## config.mk

```make
export PLATFORM = sky130hd
export DESIGN_NAME = clba_ram
export DESIGN_NICKNAME = d
export VERILOG_FILES = /design/src/hdl/clba_ram.sv
export SDC_FILE = /design/constraint.sdc
export NUM_CORES = 2
export LEC_CHECK = 0
export BUFFER_PORTS_ARGS = -buffer_cell sky130_fd_sc_hd__buf_2
export CAP_MARGIN = 20
export CORE_ASPECT_RATIO = 1.5
export CORE_UTILIZATION = 63
export DETAILED_ROUTE_END_ITERATION = 8
export PLACE_DENSITY = 0.78
export SLEW_MARGIN = 20
export SYNTH_ARGS = -nofsm -noshare
export SYNTH_HDL_FRONTEND = slang
export SYNTH_SLANG_ARGS = --single-unit
```

## constraint.sdc

```tcl
create_clock -name i_clk -period 8.9 [get_ports i_clk]
set_input_delay 2.67 -clock i_clk [delete_from_list [all_inputs] [get_ports i_clk]]
set_output_delay 2.67 -clock i_clk [all_outputs]
set_load 0.02 [all_outputs]
```

## src/hdl/clba_ram.sv

```systemverilog
`default_nettype none

module clba_ram #(
    parameter int WIDTH = 64,
    parameter int DEPTH = 64,
    localparam int AW   = (DEPTH > 1) ? $clog2(DEPTH) : 1
) (
    input  wire logic             i_clk,
    input  wire logic             i_we,
    input  wire logic [AW-1:0]    i_waddr,
    input  wire logic [WIDTH-1:0] i_wdata,
    input  wire logic             i_re,
    input  wire logic [AW-1:0]    i_raddr,
    output logic      [WIDTH-1:0] o_rdata
);

    logic [WIDTH-1:0] r_mem [DEPTH];

    always_ff @(posedge i_clk) begin
        if (i_we) begin
            r_mem[i_waddr] <= i_wdata;
        end
        if (i_re) begin
            o_rdata <= r_mem[i_raddr];
        end
    end

endmodule

`default_nettype wire

```

# Yosys cells after proc, flatten, opt, wreduce, memory -nomap -nowiden
# Memory sizes are Yosys's and may differ from the RTL's. A register that Yosys moved wholly into a read port is not among the register bits.
# Index checks and enable logic that the tools add are counted.
# word_totals
word_cells	3
n_memories	1
output_inout_bits	64
register_bits	0
ramBits	4096
# op_classes
n_mux	2
# mem_list
name	depth	width	rd	rd_ports_with_merged_regs	write_ports	line	text
r_mem	64	64	1	1	1	17	logic [WIDTH-1:0] r_mem [DEPTH];
# op_table
op	count
1-bit 2-to-1 mux	2

# Longest topological paths before layout
# depth
ltp_word	2
mapped_depth	9
mapped_depth_nobuf	5

# Worst setup path after synthesis
# Ideal clock, no wire load.
# synth_timing
kind	in2reg
startpoint	input i_waddr[3]
endpoint	memory r_mem[48][0] (enable)
required_time_ns	8.336
setup_ns	0.564
path_slack_ns	0.794
n_path_buf	1
t_arrival_ns	7.542
stages	4
path_cell_list	clkbuf_1 nor2b_1 nand4b_1 nor3_1
# synth_lines
element	line	text
start: declaration	10	input wire logic [AW-1:0] i_waddr,
end: declaration	17	
# No word-level cell before the write port.

==> metrics.cfg <==
[run_status]
outcome=finished, violations left
violations=design-rule violations

[global_routing]
use_met2_pct=58.3
grt_pass1_wl_um=608000
grt_pass1_vias=81161
grt_antenna_before_repair=33
gr-usage-met3_pct=7.68
grt-busiest-layer=met2
grt_max_degree=113
grt_use_met1_pct=42.6
gr-total-overflow=0
track_usage_pct=35.2

[sta]
worst_pin_slew_ns=1.21
finalHoldViolCount=0
setup_viol=0
post-route-period-util_pct=60.2
max_slew_margin_pct=19.2
rsz0062_at_grt=false
finClkSkew_ns=0.0511
fmax_mhz=187
finalMaxSlewViolations=0
setup_tns_ns=0
layout_min_cycle_time_ns=5.36

[power_and_ir_drop]
p_int_w=0.0314
p_switching_w=0.00837
p_comb_share_pct=4.7
power.share.clock_pct=40.5
power_per_cell_area_mw_per_mm2=228
switching_share_pct=21.0
leakagePower_nw=54.2
total_power_w=0.0398
ir_drop_mv=0.230
pwr-share-seq_pct=54.9

[clock_tree]
cts_resized=0
clkTransAtPathRegs_ns=0.06
post_cts_buffers=0
cts.hold.buffers_added=0
clock_sinks=4160
cts_tree=yes
htree_levels=5
clockRootBuffer=clkbuf_16
numCtsBuffers=360
cts_buffer_depth=4
clk_latency_ns=0.91

[route]
drc=42
wl_per_cell_um=41.8
routed_wl_um=439000
drt_iter0_markers=12674
vias_per_cell=7.57
antenna_left=0
drtPass1Iterations=9
vias=79475

[setup_path]
cp.required_ns=9.50
rr_endpoint=o_rdata[63]
critPathMaxFanout=93
path_common_cell=buf_12
crit_type=input port to register
cp_slowest_cell=mux4_2
crit_buf_inv=3
arrival_ns=5.96
critPathLaunchType=input port
critPathCaptureType=register
crit_chain=buf_12, buf_12, buf_12, mux4_2, mux2i_1, nand2_1, a31oi_1, a211oi_1
critical_path.top_delay_family=buffers and inverters
reg2reg_from=r_mem[11][63]
rrSetupSlack_ns=6.65
max_stage_delay_ns=0.57
reg2regPathDepth=5

[logic_synthesis]
syn_area_mm2=0.157
synth-seq-cells=4160
ys_async_sr_fraction_pct=0
ys_warn_count=0
synth_seq_area_share_pct=79.6
synth_top_area_cell=edfxtp_1
synth_edf_count=4160
synthDominantCellAreaShare_pct=79.6
syn_inst=6598
ys.flop_type=edfxtp_1
ys_types=32
synth_area_per_cell_um2=23.8
synth_nets=6677
synth_area_leaders=edfxtp_1 80%, mux4_2 15%, mux2i_1 0.86%, a22oi_1 0.80%, buf_2 0.54%

[placement]
hpwl_um=216000
portBuffers=142
place.gp.congestion=0.821

[floorplanning]
die_w_um=410
die-area_mm2=0.251
die_h_um=613
num_io_pins=143
num_rows=224
core_area_mm2=0.248
start_util_pct=63.3

[layout]
multi_input_area_mm2=0.0308
ff_latch_area_mm2=0.125
nNetsFinal=6996
syn_to_final_growth_pct=11.3
final_common_cell=edfxtp_1
drive_gt1_share_pct=27.5
final_cell_mix=4160 x edfxtp_1, 1024 x mux4_2, 371 x clkbuf_16
fillers=13322

[min_path]
hold_depth=4
min_to=o_rdata[0]
worstHoldStart=r_mem[54][0]
worst_hold_path_type=register to register

[job]
maxCapViolCount=0

==> synthesized netlist by cell type (all sizes together), types with 3 or more instances <==
cell,number
a211oi,63
a22o,88
a22oi,168
a2bb2oi,19
a31oi,18
a41oi,26
and2,3
and3,64
buf,230
clkbuf,140
edfxtp,4160
inv,19
mux2i,135
mux4,1024
nand2,58
nand2b,11
nand3,45
nor2,112
nor2b,28
o221ai,38
o22ai,83
or2,28
or3,29
==> power groups by stage <==
stage / registers, W / clock network [W] / logic [W]
finish: 0.0218 / 0.0161 / 0.00186
global placement: 0.0222 / 0 / 0.00175
global route: 0.0218 / 0.0168 / 0.00193
CTS: 0.0218 / 0.0161 / 0.00184
detailed placement: 0.0222 / 0 / 0.00180
floorplan: 0.0222 / 0 / 0.00101
==> registers in the layout, indices dropped and copies added (netlist names) <==
register / cells
o_rdata: 64
r_mem: 4096
==> worst reg2reg max path, cell delays in order (launching register included) <==
cell and delay [ns]:
edfxtp_1 0.36, mux4_2 0.47, nor2b_1 0.15, a211oi_1 0.47, o22ai_1 0.32, and3_1 0.24
==> kinds of logic (layout without fill, tap and decap cells) <==
family / count (synthesis) / after routing / share of synthesized area (%)
mux: 1159 / 1159 / 15.6
simple gates: 386 / 386 / 1.23
other cells: 0 / 13 / 0
flops: 4160 / 4160 / 79.6
buf+inv: 389 / 998 / 1.18
compound gates: 504 / 504 / 2.47
==> layout make-up <==
type,count,share of cell area [%]
Clock buffer,429,5.44
Sequential cell,4160,71.5
Inverter,19,0.0408
Multi-Input combinational cell,2049,17.6
Antenna cell,13,0.0186
Tap cell,3277,2.35
Timing Repair Buffer,327,1.68
Clock inverter,223,1.34
==> per-stage QoR <==
stage	utilization, %	instances	hold WS, ns	area (um^2)	setup slack (ns)
6_report	70.4	10497	0.908	175000	3.54
5_1_grt	70.4	10489	0.967	175000	3.45
4_1_cts	70.4	10479	0.919	175000	3.72
3_5_place_dp	65.6	9827	0.913	163000	2.79
3_3_place_gp	65.6	9827	0.897	163000	2.78
2_1_floorplan	-	6598	0.865	157000	0.794
==> worst max path at each step <==
stage          startpoint           end  slack [ns]  cells past startpoint
6_report       i_raddr[0]    o_rdata[7]        3.54                      8
5_1_grt        i_raddr[0]    o_rdata[7]        3.45                      8
4_1_cts        i_raddr[0]    o_rdata[7]        3.72                      8
3_5_place_dp   i_raddr[0]    o_rdata[7]        2.79                      8
3_3_place_gp   i_raddr[0]   o_rdata[63]        2.78                      7
2_1_floorplan  i_waddr[3]  r_mem[48][0]        0.79                      4
==> routing by layer <==
metal / part of all wire [%] / routed length (um)
met1: 31 / 135000
met2: 50 / 220000
met3: 12 / 52100
met4: 7.1 / 30900
met5: 0.042 / 184
(Power assumes the default switching activity.)
